## src/hdl/qsrc_pkg.sv

```systemverilog
// Shared types and action codes for the quadrature step rotation counter.
package qsrc_pkg;

  localparam int unsigned SubW = 12;
  localparam int unsigned TotW = 16;

  typedef logic [SubW-1:0] steps_t;
  typedef logic [TotW-1:0] total_t;

  typedef enum logic [1:0] {
    ACT_EDGE_A = 2'd0,
    ACT_EDGE_B = 2'd1,
    ACT_CLEAR  = 2'd2
  } action_e;

  typedef struct packed {
    logic [1:0] action;
    logic       level_a;
    logic       level_b;
  } item_t;

  typedef struct packed {
    total_t             right_total;
    total_t             left_total;
    logic signed [15:0] position;
  } result_t;

  typedef struct packed {
    logic  valid;
    item_t item;
  } stage_t;

endpackage

```

## src/hdl/qsrc_if.sv

```systemverilog
// Valid/ready channel interfaces for input items and result items.
interface qsrc_in_if import qsrc_pkg::*; ();
  logic  valid;
  logic  ready;
  item_t payload;

  modport source (output valid, output payload, input ready);
  modport sink   (input valid, input payload, output ready);
endinterface

interface qsrc_out_if import qsrc_pkg::*; ();
  logic    valid;
  logic    ready;
  result_t payload;

  modport source (output valid, output payload, input ready);
  modport sink   (input valid, input payload, output ready);
endinterface

```

## src/hdl/qsrc_in_stage.sv

```systemverilog
// Input register stage for encoder items.
module qsrc_in_stage import qsrc_pkg::*; (
  input  logic       clk_i,
  input  logic       rst_ni,
  qsrc_in_if.sink    in_i,
  input  logic       advance_i,
  output stage_t     stage_o
);

  logic  valid_q;
  item_t item_q;

  assign in_i.ready = !valid_q || advance_i;

  always_ff @(posedge clk_i or negedge rst_ni) begin
    if (!rst_ni) begin
      valid_q <= 1'b0;
    end else if (in_i.ready) begin
      valid_q <= in_i.valid;
    end
  end

  always_ff @(posedge clk_i) begin
    if (in_i.valid && in_i.ready) begin
      item_q <= in_i.payload;
    end
  end

  assign stage_o.valid = valid_q;
  assign stage_o.item  = item_q;

endmodule

```

## src/hdl/qsrc_step.sv

```systemverilog
// Detent detection, rotation counting and position state.
module qsrc_step import qsrc_pkg::*; (
  input  logic    clk_i,
  input  logic    rst_ni,
  input  stage_t  stage_i,
  input  logic    advance_i,
  input  steps_t  steps_per_rotation_i,
  output result_t result_o
);

  logic               a_armed_q, a_armed_d;
  logic               b_armed_q, b_armed_d;
  steps_t             right_det_q, right_det_d;
  steps_t             left_det_q, left_det_d;
  total_t             right_rot_q, right_rot_d;
  total_t             left_rot_q, left_rot_d;
  logic signed [15:0] pos_q, pos_d;

  steps_t right_inc;
  steps_t left_inc;
  total_t right_total;
  total_t left_total;
  logic   la;
  logic   lb;

  assign la        = stage_i.item.level_a;
  assign lb        = stage_i.item.level_b;
  assign right_inc = right_det_q + steps_t'(1);
  assign left_inc  = left_det_q + steps_t'(1);

  always_comb begin
    a_armed_d   = a_armed_q;
    b_armed_d   = b_armed_q;
    right_det_d = right_det_q;
    left_det_d  = left_det_q;
    right_rot_d = right_rot_q;
    left_rot_d  = left_rot_q;
    pos_d       = pos_q;
    right_total = '0;
    left_total  = '0;
    case (stage_i.item.action)
      ACT_EDGE_A: begin
        if (la && lb && b_armed_q) begin
          a_armed_d = 1'b0;
          b_armed_d = 1'b0;
          if (right_inc >= steps_per_rotation_i) begin
            right_det_d = '0;
            right_rot_d = right_rot_q + total_t'(1);
            pos_d       = pos_q + 16'sd1;
            right_total = right_rot_d;
          end else begin
            right_det_d = right_inc;
          end
        end else if (la && !lb) begin
          a_armed_d = 1'b1;
        end
      end
      ACT_EDGE_B: begin
        if (la && lb && a_armed_q) begin
          a_armed_d = 1'b0;
          b_armed_d = 1'b0;
          if (left_inc >= steps_per_rotation_i) begin
            left_det_d = '0;
            left_rot_d = left_rot_q + total_t'(1);
            pos_d      = pos_q - 16'sd1;
            left_total = left_rot_d;
          end else begin
            left_det_d = left_inc;
          end
        end else if (lb && !la) begin
          b_armed_d = 1'b1;
        end
      end
      ACT_CLEAR: begin
        right_det_d = '0;
        left_det_d  = '0;
        right_rot_d = '0;
        left_rot_d  = '0;
      end
      default: begin
      end
    endcase
  end

  always_ff @(posedge clk_i or negedge rst_ni) begin
    if (!rst_ni) begin
      a_armed_q   <= 1'b0;
      b_armed_q   <= 1'b0;
      right_det_q <= '0;
      left_det_q  <= '0;
      right_rot_q <= '0;
      left_rot_q  <= '0;
      pos_q       <= '0;
    end else if (advance_i && stage_i.valid) begin
      a_armed_q   <= a_armed_d;
      b_armed_q   <= b_armed_d;
      right_det_q <= right_det_d;
      left_det_q  <= left_det_d;
      right_rot_q <= right_rot_d;
      left_rot_q  <= left_rot_d;
      pos_q       <= pos_d;
    end
  end

  assign result_o.right_total = right_total;
  assign result_o.left_total  = left_total;
  assign result_o.position    = pos_d;

endmodule

```

## src/hdl/qsrc_out_stage.sv

```systemverilog
// Result register stage driving the output channel.
module qsrc_out_stage import qsrc_pkg::*; (
  input  logic       clk_i,
  input  logic       rst_ni,
  input  logic       load_i,
  input  result_t    result_i,
  qsrc_out_if.source out_o,
  output logic       take_o
);

  logic    valid_q;
  result_t result_q;

  assign take_o = !valid_q || out_o.ready;

  always_ff @(posedge clk_i or negedge rst_ni) begin
    if (!rst_ni) begin
      valid_q <= 1'b0;
    end else if (take_o) begin
      valid_q <= load_i;
    end
  end

  always_ff @(posedge clk_i) begin
    if (take_o && load_i) begin
      result_q <= result_i;
    end
  end

  assign out_o.valid   = valid_q;
  assign out_o.payload = result_q;

endmodule

```

## src/hdl/quadrature_step_rotation_counter_core.sv

```systemverilog
// Quadrature step rotation counter: input register, detent logic, result register.
// Takes one encoder item per clock unless the output side stalls, and returns one
// result per item. An accepted item waits in the input register; the detent and
// rotation counters update as it moves into the result register, which drives the
// output, and the result is taken when the output side is ready. A stalled output
// holds its result while one further item waits in the input register. The
// resolution register takes effect for items processed after the write.
module quadrature_step_rotation_counter_core import qsrc_pkg::*; (
  input  logic         clk_i,
  input  logic         rst_ni,
  input  logic         cfg_we_i,
  input  steps_t       cfg_wdata_i,
  qsrc_in_if.sink      in_i,
  qsrc_out_if.source   out_o
);

  steps_t  steps_q;
  stage_t  stage;
  result_t result;
  logic    advance;

  always_ff @(posedge clk_i or negedge rst_ni) begin
    if (!rst_ni) begin
      steps_q <= steps_t'(1);
    end else if (cfg_we_i) begin
      steps_q <= cfg_wdata_i;
    end
  end

  qsrc_in_stage u_in_stage (
    .clk_i     (clk_i),
    .rst_ni    (rst_ni),
    .in_i      (in_i),
    .advance_i (advance),
    .stage_o   (stage)
  );

  qsrc_step u_step (
    .clk_i                (clk_i),
    .rst_ni               (rst_ni),
    .stage_i              (stage),
    .advance_i            (advance),
    .steps_per_rotation_i (steps_q),
    .result_o             (result)
  );

  qsrc_out_stage u_out_stage (
    .clk_i    (clk_i),
    .rst_ni   (rst_ni),
    .load_i   (stage.valid),
    .result_i (result),
    .out_o    (out_o),
    .take_o   (advance)
  );

endmodule

```

## src/flat_wrapper.sv

```systemverilog
// flat-port wrapper written by rule: the top's interface ports become plain ports
module quadrature_step_rotation_counter_core_flat import qsrc_pkg::*;
  (clk_i, rst_ni, cfg_we_i, cfg_wdata_i, in_i_valid, in_i_payload, in_i_ready, out_o_valid, out_o_payload, out_o_ready);
  qsrc_in_if in_i_i ();
  qsrc_out_if out_o_i ();
  input  logic clk_i;
  input  logic rst_ni;
  input  logic cfg_we_i;
  input  steps_t cfg_wdata_i;
  input wire logic [$bits(in_i_i.valid)-1:0] in_i_valid;
  input wire logic [$bits(in_i_i.payload)-1:0] in_i_payload;
  output wire logic [$bits(in_i_i.ready)-1:0] in_i_ready;
  output wire logic [$bits(out_o_i.valid)-1:0] out_o_valid;
  output wire logic [$bits(out_o_i.payload)-1:0] out_o_payload;
  input wire logic [$bits(out_o_i.ready)-1:0] out_o_ready;
  assign in_i_i.valid = in_i_valid;
  assign in_i_i.payload = in_i_payload;
  assign in_i_ready = in_i_i.ready;
  assign out_o_valid = out_o_i.valid;
  assign out_o_payload = out_o_i.payload;
  assign out_o_i.ready = out_o_ready;
  quadrature_step_rotation_counter_core u_core (.clk_i(clk_i), .rst_ni(rst_ni), .cfg_we_i(cfg_we_i), .cfg_wdata_i(cfg_wdata_i), .in_i(in_i_i), .out_o(out_o_i));
endmodule
```

## config.mk

```make
export PLATFORM = sky130hd
export DESIGN_NAME = quadrature_step_rotation_counter_core_flat
export DESIGN_NICKNAME = d
export VERILOG_FILES = /design/src/hdl/qsrc_pkg.sv /design/src/hdl/qsrc_if.sv /design/src/hdl/qsrc_in_stage.sv /design/src/hdl/qsrc_step.sv /design/src/hdl/qsrc_out_stage.sv /design/src/hdl/quadrature_step_rotation_counter_core.sv /design/src/flat_wrapper.sv
export SDC_FILE = /design/constraint.sdc
export NUM_CORES = 1
export LEC_CHECK = 0
export ABC_AREA = 1
export BUFFER_PORTS_ARGS = -buffer_cell sky130_fd_sc_hd__buf_2
export CAP_MARGIN = 20
export CORE_MARGIN = 8
export CORE_UTILIZATION = 58
export DETAILED_ROUTE_END_ITERATION = 16
export HOLD_SLACK_MARGIN = 0.06
export PLACE_DENSITY = 0.76
export SYNTH_ARGS = -nofsm -noshare
export SYNTH_HDL_FRONTEND = slang
export SYNTH_SLANG_ARGS = --single-unit
```

## constraint.sdc

```tcl
create_clock -name clk_i -period 8.68 [get_ports clk_i]
set_clock_uncertainty 0.05 [all_clocks]
set_input_delay 2.17 -clock clk_i [delete_from_list [all_inputs] [get_ports clk_i]]
set_output_delay 2.17 -clock clk_i [all_outputs]
set_load 0.02 [all_outputs]
```

=== Word-level counts from Yosys, hierarchy flattened ===
Index checks and enable logic that the tools add are counted.

* Add/subtract/negate cells: 6
* $lt $le $gt $ge: 2
* Eq/ne operators: 8
* Multiplexer cells: 25
* Reduce and logical (&&, ||, !) cells: 25

{| class="wikitable"
|+ Operators by type and width
! kind !! count
|-
| $mux 16 || 8
|-
| $pmux 16 s2 || 3
|-
| $mux 12 || 4
|-
| $pmux 12 s2 || 2
|-
| $add 16x1->16 const B || 2
|-
| $add 12x1->12 const B || 2
|-
| $ge 12x12->1 || 2
|-
| $add 16x2->16 const B || 1
|-
| $reduce_and 4->1 || 4
|-
| $sub 16x2->16 const B || 1
|-
| $reduce_and 3->1 || 4
|-
| $ne 2x2->1 const B || 4
|-
| $logic_and 1x1->1 || 7
|-
| $mux 1 || 6
|-
| $ne 3x3->1 const B || 2
|-
| $reduce_bool 2->1 || 3
|-
| $logic_not 1->1 || 4
|-
| $pmux 1 s2 || 2
|-
| $eq 2x1->1 const B || 1
|-
| $eq 2x2->1 const B || 1
|-
| $logic_not 2->1 || 1
|-
| $logic_or 1x1->1 || 2
|}

* Register bits after elaboration: 140
* Bits of input ports: 21
* Output and inout port bits: 50
* Logic and storage cells: 82

=== Logic depth before layout (Yosys ltp) ===
Gate-level depths: netlist (run 1).

* Word-level depth: 5
* Gate-level depth with buffers: 24
* Mapped depth without buffers: 24

=== By module ===
A second synthesis (run 1) with hierarchy kept.

* Cell total of the unflattened synthesis: 1005
* Area total of the unflattened synthesis: 8039.0 um^2

{| class="wikitable"
|+ By module, submodules not included
! module !! instances !! cells each !! area each (um^2) !! sequential area each (um^2)
|-
| qsrc_step || 1 || 889 || 5920.7 || 1851.8
|-
| qsrc_out_stage || 1 || 54 || 1486.4 || 1466.4
|-
| quadrature_step_rotation_counter_core || 1 || 51 || 459.2 || 301.5
|-
| qsrc_in_stage || 1 || 11 || 172.7 || 145.1
|}

=== Worst setup path before layout (run 1) ===
Ideal clock, no wire load.

* Kind: in2out
* Start point: input port out_o_ready
* End point: output port in_i_ready
* Data arrival time: 2.423 ns
* Required time: 6.460 ns
* Slack: 4.037 ns
* Cell stages on the path: 2
* Buffers on the path: 0
* Cells stage by stage: inv_1 > nand3_1

* Word-level cells in the longest chain between the ends: 2

{| class="wikitable"
|+ RTL lines
! what !! RTL line !! text
|-
| start: declaration || flat_wrapper.sv:15 || <nowiki>input wire logic [$bits(out_o_i.ready)-1:0] out_o_ready;</nowiki>
|-
| $logic_or 1x1->1 || qsrc_out_stage.sv:14 || <nowiki>assign take_o = !valid_q || out_o.ready;</nowiki>
|-
| $logic_or 1x1->1 || qsrc_in_stage.sv:13 || <nowiki>assign in_i.ready = !valid_q || advance_i;</nowiki>
|-
| end: declaration || flat_wrapper.sv:12 || <nowiki>output wire logic [$bits(in_i_i.ready)-1:0] in_i_ready;</nowiki>
|}

Every way passes these cells.

=== Worst setup path after layout (run 1) ===
Ends and elaborated chain as after synthesis.

==> flow_metrics.py, run 1 <==
metrics = {
    "final_layout": {
        "area_growth_pct": 14.1,
        "fillers": 1107,
        "final_nets": 1010,
        "final_cell_area_um2": 8710,
        "drive_above_1_share_pct": 14.2,
        "layout.cells.non_filler": 1148,
        "mostFrequentLayoutCells": "207 x nand2_1, 136 x inv_1, 87 x dfrtp_1",
        "diodes": 0,
        "layout_commonest_cell": "nand2_1",
    },
    "yosys": {
        "synth.avg_cell_area_um2": 8.64,
        "synth.area.mux_share_pct": 0.148,
        "syn-num-nets": 934,
        "synth-simple-area-share_pct": 23.3,
        "synth_compound_area_share_pct": 8.67,
        "ys_ff_latch": 140,
        "synth_top_family_by_area": "simple AND/OR/NAND/NOR gates",
        "synth_top_area_share_pct": 28.5,
        "yosysWarnings": 0,
        "netlist_top_cells_area": "dfrtp_1 29%, edfxtp_1 20%, nand2_1 10%",
        "synth_seq_area_share_pct": 49.3,
        "synthAdderAreaFrac_pct": 4.92,
        "syn_area_um2": 7630,
        "post-synth-top-area-cell": "dfrtp_1",
        "yosys.cell_types.count": 39,
        "synthXorXnorAreaFrac_pct": 5.49,
        "synthCells": 883,
    },
    "die": {
        "dieArea_um2": 17100,
        "die-height_um": 131,
        "num_rows": 42,
        "ios": 71,
        "die_x_um": 131,
        "core_area_um2": 13000,
        "start_util_pct": 58.6,
    },
    "routing": {
        "ant_nets": 0,
        "dr.pass1.iters": 5,
        "vias": 6051,
        "viasPerCell": 5.27,
        "drt_wl_total_mm": 15.7,
        "routedWlPerCell_um": 13.6,
        "drt_iter0_markers": 533,
        "drc_errors": 0,
    },
    "power": {
        "irDropWorstVdd_uv": 132,
        "p_per_area_nw_per_um2": 249,
        "p_leak_nw": 4.18,
    },
    "sta": {
        "finalHoldViolCount": 0,
        "fin_tns_setup_ns": 0,
        "worst_slew_pin_slew_ns": 0.769,
        "max_slew_margin_pct": 48.6,
        "final.setup.worst_slack_ns": 3.86,
        "period_needed_ns": 4.82,
        "setup_viol": 0,
        "holdWs_ns": 0.465,
        "rsz0062_at_grt": "false",
        "max_freq_mhz": 207,
        "maxSlewViolCount": 0,
        "final.period_utilization_pct": 55.6,
    },
    "grt": {
        "grtUsageMet1_pct": 25.1,
        "grt_max_degree": 62,
        "grt_pass1_wl_mm": 26.9,
        "overflow": 0,
        "grt_busiest_layer": "met2",
        "met3_usage_pct": 4.14,
        "grt_pass1_vias": 5904,
        "use_met2_pct": 33.0,
        "gr-usage-all-layers_pct": 19.9,
        "grt_antenna_before_repair": 0,
    },
    "placed_design": {
        "place_inst": 1116,
        "place.gp.congestion": 0.940,
        "post-place-ws_ns": 3.85,
        "post-dp-hpwl_mm": 10.9,
        "post_dp_cell_area_um2": 8140,
        "io_buffers": 70,
    },
    "min_path": {
        "hp-class": "reg2reg",
        "holdPathStages": 2,
        "holdPathEnd": "u_core.u_step.right_det_q[11]$_DFFE_PN0P_",
        "hold_start": "u_core.u_step.right_det_q[11]$_DFFE_PN0P_",
    },
    "critical_path": {
        "crit_path_end_kind": "output port",
        "r2r_slack_ns": 4.62,
        "critPathKind": "in2out",
        "r2r-start": "u_core.u_step.left_det_q[0]$_DFFE_PN0P_",
        "worstPathMaxFanout": 3,
        "r2r_cells": 20,
        "reg2reg_to": "u_core.u_step.left_rot_q[12]$_DFFE_PN0P_",
        "startpoint_type": "input pin",
        "worst-endpoint-arrival_ns": 2.60,
        "required_ns": 6.46,
    },
    "clock_network": {
        "cts_tree": "built",
        "cts_buffers": 17,
        "cts_sinks": 140,
        "hold_buffers": 0,
        "post_cts_buffers": 0,
        "cts_resized": 0,
        "root_buffer": "clkbuf_16",
        "clock_latency_ns": 0.43,
        "cts_buffer_depth": 2,
        "clk_pin_slew_worst_paths_ns": 0.06,
        "h-tree-depth": 4,
    },
    "outcome": {
        "status": "finished, final reports clean",
    },
    "job": {
        "maxCapViolations": 0,
    },
}
layer usage:
| metal | wire (µm) | share of wire (%) | vias up |
|---|---|---|---|
| met5 | 0 | 0 | - |
| met4 | 244 | 1.6 | 0 |
| met3 | 914 | 5.8 | 22 |
| met2 | 7380 | 47 | 166 |
| met1 | 7110 | 45 | 2819 |
| li1 | - | - | 3044 |
area by class of cell:
class	instances	area (µm²)	area share (%)
inverters	143	537	6.16
clock buffers	17	425	4.88
multi-input cells	585	3250	37.3
repair buffers	72	368	4.22
well taps	176	220	2.53
flip-flops and latches	140	3760	43.2
clock inverters	15	148	1.70
state kept, by name, summed over array words and instances (netlist names):
| register | count |
|---|---|
| u_core.u_step.right_det_q | 12 |
| u_core.u_step.left_rot_q | 16 |
| u_core.u_step.right_rot_q | 16 |
| u_core.u_out_stage.out_o.valid | 1 |
| u_core.u_step.left_det_q | 12 |
| u_core.u_step.b_armed_q | 1 |
| u_core.steps_q | 12 |
| u_core.u_in_stage.stage_o | 4 |
| u_core.u_step.a_armed_q | 1 |
| u_core.u_out_stage.out_o.payload | 48 |
| u_core.u_step.pos_q | 16 |
| u_core.u_in_stage.valid_q | 1 |
cells in the mapped netlist (all sizes together):
cell,count
a21oi,15
and2,6
buf,9
clkbuf,6
dfrtp,87
dfstp,1
edfxtp,52
ha,30
inv,143
mux2,1
nand2,214
nand3,68
nand3b,2
nand4,16
nor2,69
nor3,20
nor4,6
o211ai,6
o21ai,50
o22ai,34
or2,1
xnor2,4
xor2,43
cells by family after synthesis:
| kind of cell | Yosys count |
|---|---|
| adder cells (fa/ha/maj) | 30 |
| multiplexers | 1 |
| flip-flops | 140 |
| XOR/XNOR | 47 |
| AND/OR/NAND/NOR | 402 |
| buffers and inverters | 158 |
| AO/OA/AOI/OAI | 105 |
where the power goes:
part	internal [mW]	total (mW)	switching, mW
Combinational	0.191	0.546	0.355
Clock	0.420	0.704	0.284
Sequential	0.820	0.916	0.0956
Total	1.43	2.17	0.735
critical path: stages:
cell,delay [ns]
buf_2,0.09
inv_1,0.06
nand3_1,0.10
buf_2,0.18
worst max-delay path by stage:
stage                      from          to  cells past startpoint
CTS                 out_o_ready  in_i_ready                      4
floorplan           out_o_ready  in_i_ready                      2
finish              out_o_ready  in_i_ready                      4
global placement    out_o_ready  in_i_ready                      4
detailed placement  out_o_ready  in_i_ready                      4
global route        out_o_ready  in_i_ready                      4
per-stage QoR:
stage / util [%] / power (mW)
6_report: 66.8 / 2.17
5_1_grt: 66.8 / 2.30
4_1_cts: 66.8 / 2.18
3_5_place_dp: 62.4 / 1.46
3_3_place_gp: 62.4 / 1.45
2_1_floorplan: - / 1.32
No activity file was read; power rests on OpenSTA's default activity.
==> run 2: changes to the inputs <==
==> constraint.sdc (replaced) <==
create_clock -name clk_i -period 4.5 [get_ports clk_i]
set_clock_uncertainty 0.05 [all_clocks]
set_input_delay 1.125 -clock clk_i [delete_from_list [all_inputs] [get_ports clk_i]]
set_output_delay 1.125 -clock clk_i [all_outputs]
set_load 0.02 [all_outputs]
==> flow_metrics.py, run 2 (same netlist as run 1, synthesis figures left out) <==
metrics = {
    "clock_network": {
        "cts_buffer_depth": 2,
        "root_buffer": "clkbuf_16",
        "clock_latency_ns": 0.42,
        "cts_sinks": 140,
        "post_cts_buffers": 0,
        "hold_buffers": 0,
        "cts_buffers": 17,
        "clk_pin_slew_worst_paths_ns": 0.06,
        "cts_resized": 0,
        "h-tree-depth": 4,
        "cts_tree": "built",
    },
    "critical_path": {
        "worstPathMaxFanout": 18,
        "r2r-start": "u_core.u_step.left_det_q[2]$_DFFE_PN0P_",
        "startpoint_type": "flip-flop",
        "crit_slowest_cell": "dfrtp_1",
        "crit_top_cell": "nand2_1",
        "required_ns": 4.74,
        "crit_path_end_kind": "flip-flop",
        "slowest_delay_ns": 0.39,
        "critPathTopFamily": "simple AND/OR/NAND/NOR gates",
        "worst-endpoint-arrival_ns": 4.03,
        "crit_start": "u_core.u_step.left_det_q[2]$_DFFE_PN0P_",
        "worst-path-buf-inv": 3,
        "critPathKind": "reg2reg",
        "crit_chain": "inv_1 -> nor2_1 -> nand3_1 -> nor3_1 -> nand3_1 -> xor2_1 -> inv_1 -> ha_1 -> nand2_1 -> nand2_1 -> nand2_1 -> nand2_1 -> a21oi_1 -> nand2_2 -> nand2_4 -> a21oi_4 -> buf_4 -> nand2_2 -> o21ai_1",
    },
    "routing": {
        "ant_nets": 0,
        "vias": 6050,
        "routedWlPerCell_um": 13.9,
        "drt_wl_total_mm": 16.0,
        "drc_errors": 0,
        "drt_iter0_markers": 549,
        "viasPerCell": 5.26,
        "dr.pass1.iters": 5,
    },
    "sta": {
        "holdWs_ns": 0.447,
        "fin_tns_setup_ns": 0,
        "final.period_utilization_pct": 84.3,
        "rsz0062_at_grt": "false",
        "finalHoldViolCount": 0,
        "setup_viol": 0,
        "final.setup.worst_slack_ns": 0.707,
        "max_freq_mhz": 264,
        "max_slew_margin_pct": 37.3,
        "worst_slew_pin_slew_ns": 0.940,
        "period_needed_ns": 3.79,
        "maxSlewViolCount": 0,
    },
    "placed_design": {
        "post-dp-hpwl_mm": 11.4,
        "io_buffers": 70,
        "post_dp_cell_area_um2": 8150,
        "place_inst": 1118,
        "place.gp.congestion": 0.927,
        "post-place-ws_ns": 0.809,
    },
    "power": {
        "p_leak_nw": 4.17,
        "switching_share_pct": 34.1,
        "p_switching_mw": 1.41,
        "p_per_area_nw_per_um2": 475,
        "p_clk_share_pct": 31.3,
        "power.internal_mw": 2.72,
        "seqPwrFrac_pct": 42.8,
        "p_total_mw": 4.13,
        "irDropWorstVdd_uv": 241,
        "combinationalPowerShare_pct": 25.9,
    },
    "final_layout": {
        "drive_above_1_share_pct": 14.2,
        "fillers": 1091,
        "largest_reg_flops": 48,
        "layout.cells.non_filler": 1150,
        "final_cell_area_um2": 8700,
        "area_growth_pct": 14.0,
        "mostFrequentLayoutCells": "207 x nand2_1, 136 x inv_1, 87 x dfrtp_1",
        "layout_commonest_cell": "nand2_1",
        "diodes": 0,
        "final_core_utilization_pct": 66.7,
        "final_nets": 1012,
    },
    "die": {
        "core_area_um2": 13000,
        "start_util_pct": 58.6,
        "dieArea_um2": 17100,
        "num_rows": 42,
        "die_x_um": 131,
        "die-height_um": 131,
        "ios": 71,
    },
    "job": {
        "maxCapViolations": 0,
    },
    "grt": {
        "grt_antenna_before_repair": 0,
        "grt_pass1_wl_mm": 27.1,
        "overflow": 0,
        "grt_max_degree": 75,
        "grt_pass1_vias": 5851,
        "gr-usage-all-layers_pct": 20.2,
    },
    "outcome": {
        "status": "finished, final reports clean",
    },
    "min_path": {
        "hp-class": "reg2reg",
        "hold_start": "u_core.u_step.right_rot_q[14]$_DFFE_PN0P_",
    },
}
-- run 2: cell count changes in the layout (fill, tap and decap cells not counted), sizes merged --
cell	delta
buf	+2
bufinv	-1
clkbuf	+5
clkinv	-3
inv	-1
-- run 2: routing by layer --
| layer | GRT usage (%) | part of all wire [%] | wire length [µm] | up-vias |
|---|---|---|---|---|
| met5 | 0 | 0 | 0 | - |
| li1 | - | - | - | 3052 |
| met3 | 4.10 | 5.7 | 906 | 37 |
| met1 | 26.4 | 46 | 7290 | 2793 |
| met4 | 8.64 | 2.4 | 376 | 0 |
| met2 | 32.3 | 46 | 7420 | 168 |
-- run 2: area by class of cell --
cell class	count	area, µm²	area share (%)
sequential	140	3760	43.3
clock buffer	22	454	5.22
inverter	143	537	6.17
tap	176	220	2.53
timing repair buffer	74	383	4.40
clock inverter	10	92.6	1.06
multi-input combinational	585	3250	37.3
-- run 2: worst reg2reg max path, stage by stage (launching register included) --
cell	delay (ns)
dfrtp_1	0.39
inv_1	0.07
nor2_1	0.17
nand3_1	0.14
nor3_1	0.37
nand3_1	0.16
xor2_1	0.24
inv_1	0.08
ha_1	0.30
nand2_1	0.08
nand2_1	0.05
nand2_1	0.05
nand2_1	0.04
a21oi_1	0.24
nand2_2	0.21
nand2_4	0.25
a21oi_4	0.10
buf_4	0.20
nand2_2	0.33
o21ai_1	0.13
-- run 2: final timing paths --
| check | endpoint | slack (ns) | cells after the start |
|---|---|---|---|
| max in group asynchronous | u_core.u_step.pos_q[15]$_DFFE_PN0P_ | 2.83 | 2 |
| hold / removal | u_core.u_step.right_rot_q[14]$_DFFE_PN0P_ | 0.45 | 2 |
| setup / recovery | u_core.u_step.left_rot_q[11]$_DFFE_PN0P_ | 0.71 | 19 |
| setup reg to reg | u_core.u_step.left_rot_q[11]$_DFFE_PN0P_ | 0.71 | 19 |
| min in group asynchronous | u_core.steps_q[8]$_DFFE_PN0P_ | 0.78 | 1 |
| hold reg to reg | u_core.u_step.right_rot_q[14]$_DFFE_PN0P_ | 0.45 | 2 |
-- run 2: power groups by stage --
| stage | registers, mW | logic (mW) | clock network [mW] |
|---|---|---|---|
| floorplan | 1.83 | 0.729 | 0 |
| global placement | 1.78 | 1.04 | 0 |
| detailed placement | 1.78 | 1.06 | 0 |
| CTS | 1.77 | 1.07 | 1.31 |
| global route | 1.80 | 1.21 | 1.38 |
| finish | 1.77 | 1.07 | 1.29 |
==> run 3: changes to the inputs <==
--- a/config.mk
+++ b/config.mk
@@ -9,10 +9,10 @@
 export BUFFER_PORTS_ARGS = -buffer_cell sky130_fd_sc_hd__buf_2
 export CAP_MARGIN = 20
 export CORE_MARGIN = 8
-export CORE_UTILIZATION = 58
+export CORE_UTILIZATION = 54
 export DETAILED_ROUTE_END_ITERATION = 16
 export HOLD_SLACK_MARGIN = 0.06
-export PLACE_DENSITY = 0.76
+export PLACE_DENSITY = 0.74
 export SYNTH_ARGS = -nofsm -noshare
 export SYNTH_HDL_FRONTEND = slang
 export SYNTH_SLANG_ARGS = --single-unit
==> constraint.sdc (replaced) <==
create_clock -name clk_i -period 3.35 [get_ports clk_i]
set_clock_uncertainty 0.05 [all_clocks]
set_input_delay 0.8375 -clock clk_i [delete_from_list [all_inputs] [get_ports clk_i]]
set_output_delay 0.8375 -clock clk_i [all_outputs]
set_load 0.02 [all_outputs]
==> flow_metrics.py, run 3 (same netlist as run 1, synthesis figures left out) <==
metrics = {
    "outcome": {
        "status": "finished, violations left",
        "violations": "setup timing",
    },
    "power": {
        "p_per_area_nw_per_um2": 643,
        "p_leak_nw": 4.46,
        "irDropWorstVdd_uv": 332,
        "p_total_mw": 6.05,
    },
    "placed_design": {
        "io_buffers": 70,
        "post-dp-hpwl_mm": 11.7,
        "post_dp_cell_area_um2": 8270,
        "place.gp.congestion": 0.905,
    },
    "clock_network": {
        "cts_sinks": 140,
        "cts_tree": "built",
        "clock_latency_ns": 0.43,
        "hold_buffers": 0,
        "cts_buffer_depth": 2,
        "h-tree-depth": 4,
        "clk_pin_slew_worst_paths_ns": 0.06,
        "cts_buffers": 17,
        "root_buffer": "clkbuf_16",
    },
    "sta": {
        "maxSlewViolCount": 0,
        "holdWs_ns": 0.341,
        "rsz0062_at_grt": "true",
        "worst_slew_pin_slew_ns": 0.556,
        "final.setup.worst_slack_ns": -0.115,
        "period_needed_ns": 3.47,
        "finalHoldViolCount": 0,
        "max_slew_margin_pct": 62.9,
        "setup_viol": 26,
        "max_freq_mhz": 289,
        "final.period_utilization_pct": 103,
    },
    "die": {
        "die_x_um": 135,
        "die-height_um": 135,
        "core_area_um2": 13800,
        "start_util_pct": 55.2,
        "ios": 71,
        "dieArea_um2": 18200,
        "num_rows": 43,
    },
    "final_layout": {
        "layout_commonest_cell": "nand2_1",
        "diodes": 0,
        "mostFrequentLayoutCells": "187 x nand2_1, 135 x inv_1, 86 x dfrtp_1",
        "drive_above_1_share_pct": 23.3,
        "final_core_utilization_pct": 68.1,
        "final_nets": 1040,
        "largest_reg_flops": 48,
        "area_growth_pct": 23.3,
        "final_cell_area_um2": 9410,
    },
    "job": {
        "maxCapViolations": 0,
    },
    "critical_path": {
        "worstPathMaxFanout": 6,
        "startpoint_type": "flip-flop",
        "required_ns": 3.60,
        "worst-endpoint-arrival_ns": 3.72,
        "critPathKind": "reg2reg",
        "crit_path_end_kind": "flip-flop",
    },
    "routing": {
        "ant_nets": 0,
        "drt_iter0_markers": 399,
        "dr.pass1.iters": 5,
        "drt_wl_total_mm": 17.8,
        "vias": 6306,
        "drc_errors": 0,
        "routedWlPerCell_um": 15.1,
        "viasPerCell": 5.34,
    },
    "grt": {
        "grt_pass1_vias": 6043,
        "grt_antenna_before_repair": 0,
        "overflow": 0,
        "grt_max_degree": 51,
        "gr-usage-all-layers_pct": 19.4,
        "grt_pass1_wl_mm": 28.5,
    },
    "min_path": {
        "hp-class": "in2async",
    },
}
run 3: worst paths after layout:
check,from,endpoint,slack (ns),cells after the start
min,rst_ni,u_core.u_step.left_det_q[0]$_DFFE_PN0P_,0.34,1
max,u_core.u_step.left_det_q[1]$_DFFE_PN0P_,u_core.u_step.left_rot_q[3]$_DFFE_PN0P_,-0.12,21
max reg2reg,u_core.u_step.left_det_q[1]$_DFFE_PN0P_,u_core.u_step.left_rot_q[3]$_DFFE_PN0P_,-0.12,21
min in group clk_i,u_core.u_step.right_rot_q[14]$_DFFE_PN0P_,u_core.u_step.right_rot_q[14]$_DFFE_PN0P_,0.44,2
min reg2reg,u_core.u_step.right_rot_q[14]$_DFFE_PN0P_,u_core.u_step.right_rot_q[14]$_DFFE_PN0P_,0.44,2
max in group asynchronous,rst_ni,u_core.u_step.pos_q[4]$_DFFE_PN0P_,2.25,2
run 3: cell type report:
class                      instances  area [µm²]
fill                            1081        4420
inverter                         143         547
multi-input combinational        585        3580
sequential                       140        3770
tap                              180         225
clock inverter                    13         188
clock buffer                      19         443
timing repair buffer             102         662
run 3: what timing repair did:
item,4_1_cts,5_1_grt
resized for setup,7,90
buffers inserted,2,16
pin swaps,1,28
endpoints found under the setup margin,42,112
hold endpoints to repair,0,0
run 3: layer usage:
layer / vias to the layer above / track usage (%) / share of wire (%)
met3: 33 / 4.72 / 5.7
met5: - / 0 / 0
met4: 0 / 6.49 / 1.6
met1: 2975 / 24.4 / 44
met2: 190 / 32.0 / 49
li1: 3108 / - / -
run 3: worst max-delay path, stage by stage, from the launching register on:
cell and delay, ns:
dfrtp_1 0.38, ha_2 0.21, nand2_2 0.06, nor2_1 0.08, nand2_1 0.09, nor2_2 0.18, nand3_2 0.11, nor3_2 0.20
xor2_1 0.23, inv_1 0.11, ha_4 0.29, nand2_4 0.06, nor2_4 0.10, nand2_1 0.06, nor2_1 0.14, nand2_2 0.10
nand2_4 0.14, nand2_4 0.08, a21oi_4 0.26, buf_12 0.17, buf_12 0.13, o22ai_2 0.08
run 3: power breakdown:
group,switching (mW),internal (mW)
clock,0.748,1.27
sequential,0.269,2.12
combinational,1.04,0.607
total,2.05,4.00
run 3: stage by stage:
stage,TNS (ns),worst slack [ns],instances
2_1_floorplan,0,0.0493,883
3_3_place_gp,-0.200,-0.117,1132
3_5_place_dp,-1.80,-0.154,1132
4_1_cts,0,0.00686,1166
5_1_grt,-9.30,-0.275,1182
6_report,-1.47,-0.115,1182
